<file path="src/sv/swts_ram.sv">
// Generic single-write, single-read RAM with registered read data.
`timescale 1ns / 1ps
`default_nettype none

module swts_ram #(
  parameter int unsigned Width = 32,
  parameter int unsigned Depth = 64,
  localparam int unsigned AddrW = (Depth > 1) ? $clog2(Depth) : 1
) (
  input  wire logic             clk_i,
  input  wire logic             we_i,
  input  wire logic [AddrW-1:0] waddr_i,
  input  wire logic [Width-1:0] wdata_i,
  input  wire logic [AddrW-1:0] raddr_i,
  output logic      [Width-1:0] rdata_o
);

  logic [Width-1:0] mem [Depth];

  always_ff @(posedge clk_i) begin
    if (we_i) begin
      mem[waddr_i] <= wdata_i;
    end
    rdata_o <= mem[raddr_i];
  end

endmodule

`default_nettype wire

</file>
<file path="config.mk">
export PLATFORM = sky130hd
export DESIGN_NAME = swts_ram
export DESIGN_NICKNAME = d
export VERILOG_FILES = /design/src/sv/swts_ram.sv
export SDC_FILE = /design/constraint.sdc
export NUM_CORES = 2
export LEC_CHECK = 0
export BUFFER_PORTS_ARGS = -buffer_cell sky130_fd_sc_hd__buf_4
export CAP_MARGIN = 25
export CORE_MARGIN = 2
export CORE_UTILIZATION = 45
export CTS_CLUSTER_SIZE = 40
export DETAILED_ROUTE_END_ITERATION = 8
export GPL_TIMING_DRIVEN = 0
export PLACE_DENSITY_LB_ADDON = 0.1
export REMOVE_ABC_BUFFERS = 1
export SLEW_MARGIN = 20
export SYNTH_ARGS = -nofsm -noshare
export SYNTH_HDL_FRONTEND = slang
export SYNTH_SLANG_ARGS = --single-unit
export TNS_END_PERCENT = 30
</file>
<file path="constraint.sdc">
create_clock -name clk_i -period 3.8 [get_ports clk_i]
set_input_delay 0.19 -clock clk_i [delete_from_list [all_inputs] [get_ports clk_i]]
set_output_delay 0.19 -clock clk_i [all_outputs]
set_load 0.005 [all_outputs]
</file>
==> metrics <==
FMAX 327.4 MHz; total CTS buffers 207; initial antenna violation count 16; Initial Utilization 45.22%; Yosys cell types 34; Yosys reg bits 2080; RSZ-0062 raised after global routing no; Data required, critical path 4.45 ns; non-filler cells, final 6103; final hold slack 0.1481 ns; DP Area 0.08471 mm^2; Final min period 3.054 ns; CP delay by family, top compound AO/OA/AOI/OAI gates; Mapped Area 0.07852 mm^2; utilization after layout 52.78%; DRC viols 0; register area share after synthesis 79.14%; Post-synth ARST share 0%; largest net degree at the start of global routing 85; mean post-synth cell area 23.62 um^2; Final setup viols 0; layout cells sized above 1 29.25%; area added between synthesis and finish 16.73%; Ports 78; Nets 3643; Tot Pwr 47690 uW; DIE AREA 0.1778 mm^2; commonest cells after routing, fill and taps aside edfxtp_1, mux4_2, clkbuf_16; # resized after CTS 0; Slew headroom 25.49%; Core ar. 0.1736 mm^2; top_reg_cell synth edfxtp_1; Setup Skew 0.02389 ns; CTS tree built; GRT Total Usage 22.47%; final hold violations 0; fin crit share 80.38%; Via density 5.885; RD Place Congestion 0.7904; slowest cell delay on critical path 0.92 ns; yosys warns 0; Least-Margin Pin Slew 1.118 ns; Root Driver clkbuf_16; Peak supply drop 442.2 uV; Die H 421.7 um; Worst Reg-to-Reg Cells 5; Hold Path End rdata_o[0]$_DFF_P_; pwr dens 520.3 mW/mm^2; DR vias 35914; R2R Setup Slk 1.25 ns; slowest CP cell a21oi_1; # rows 153; clock latency on the worst-skew pair 0.81 ns; Pre-Repair DR Iteration Count 5; WS Path Type in2reg; Critical Path AT 3.70 ns; Die Width 421.7 um; first-pass GRT wire length 278600 um; Hold Path Stages 4; CP Buf/Inv Count 3; Max Cap Viol 0; Post-Route WL 199100 um; crit-path max FO 77; synthesized instance count 3324; run status finished clean; number of flops mapped to enable cells by yosys 2048; initial DRC count 4064; DRT antenna net count 0; r2r startpoint mem[47][21]$_DFFE_PP_; vias in the first global route 37069; CTS H-tree depth 4; Reg-to-Reg End rdata_o[21]$_DFF_P_; commonest non-fill, non-tap cell in the layout edfxtp_1; Port Buffers 77; Hold Path Class in2reg; Crit. End Element register; hold path start raddr_i[3]; Clock Path Buffers 3; Clk pin slew, worst setup/hold paths 0.06 ns; Worst setup SP type input port; post-detail-place hpwl 122900 um; CTS Sinks 2080; CP cell instances buf_8, buf_16, buf_16, or3b_2, o221ai_1, a21oi_1, a21oi_1, nor2_1; WL/cell 32.62 um; max-slew violation count 0; Static Leakage 0.02842 uW; Inst Count DP 5676; design area 0.09165 mm^2; aggregate global routing overflow 0
## layer usage
metal | track usage, % | up-vias | wire length [um]
li1 | - | 14892 | -
met1 | 29.83 | 19501 | 79620
met2 | 37.80 | 1215 | 100200
met3 | 4.721 | 304 | 13830
met4 | 6.165 | 2 | 5443
met5 | 0 | - | 13
## stage by stage
| step | setup slack, ns | setup TNS (ns) |
|---|---|---|
| floorplan | 0.6023 | 0 |
| global placement | -8.921 | -2048.21 |
| detailed placement | -0.003529 | -0.003529 |
| CTS | 0.8596 | 0 |
| global route | 0.6302 | 0 |
| finish | 0.7455 | 0 |
## timing repair
item,CTS,global route
hold endpoints to repair,1890,6
setup buffers,0,0
hold buffers,34,1
## logic make-up after synthesis
| kind of cell | synth area share [%] |
|---|---|
| buf+inv | 1.128 |
| compound gates | 1.673 |
| flops | 79.14 |
| mux | 16.79 |
| simple gates | 1.265 |
## sequential cells by signal, summed over array words and instances, names as in the netlist
signal and flops:
rdata_o 32, mem 2048
## synth_stat cells, types with 5 or more instances
master    instances  share of area [%]
a21oi_1          62               0.40
a22oi_1          12               0.11
a311oi_1          8              0.089
buf_1            21               0.10
buf_2            57               0.36
buf_4            25               0.24
buf_6             5              0.072
clkbuf_1         74               0.35
dfxtp_1          32               0.82
edfxtp_1       2048                 78
mux2i_1          93                1.2
mux4_2          544                 16
nand2_1          26               0.12
nand2b_1          8              0.064
nand3_1           5              0.032
nand3b_1          5              0.048
nor2_1          137               0.65
nor2b_1          15               0.12
nor3_1            7              0.045
o221ai_1         27               0.30
o22ai_1          84               0.67
## how the worst max path moves through the flow
| stage | startpoint | to | slack (ns) | cells after the start |
|---|---|---|---|---|
| finish | raddr_i[1] | rdata_o[5]$_DFF_P_ | 0.75 | 8 |
| floorplan | we_i | mem[48][0]$_DFFE_PP_ | 0.60 | 3 |
| CTS | raddr_i[0] | rdata_o[18]$_DFF_P_ | 0.86 | 7 |
| detailed placement | raddr_i[0] | rdata_o[18]$_DFF_P_ | -0.004 | 7 |
| global placement | raddr_i[0] | rdata_o[29]$_DFF_P_ | -8.92 | 6 |
| global route | raddr_i[0] | rdata_o[5]$_DFF_P_ | 0.63 | 8 |
## power breakdown
part	leakage, uW	internal, uW	switching, uW
clock network	0.00319	11500	8300
logic	0.00654	928	1540
registers	0.0187	25400	54.7
total	0.0284	37800	9900
## worst min-delay path, delay by kind of cell
kind                   cells  cell delay (ns)
AO/OA/AOI/OAI              1             0.07
multiplexers               1             0.29
AND/OR/NAND/NOR            1             0.10
buffers and inverters      1             0.20
## cell type report
type	count	area, um^2
fillers	13141	81980
flip-flops and latches	2080	62140
multi-input cells	1062	16010
clock buffers	271	5599
repair buffers	246	4023
well taps	2325	2909
clock inverters	112	953.4
diodes	7	17.52
(Power assumes the default switching activity.)
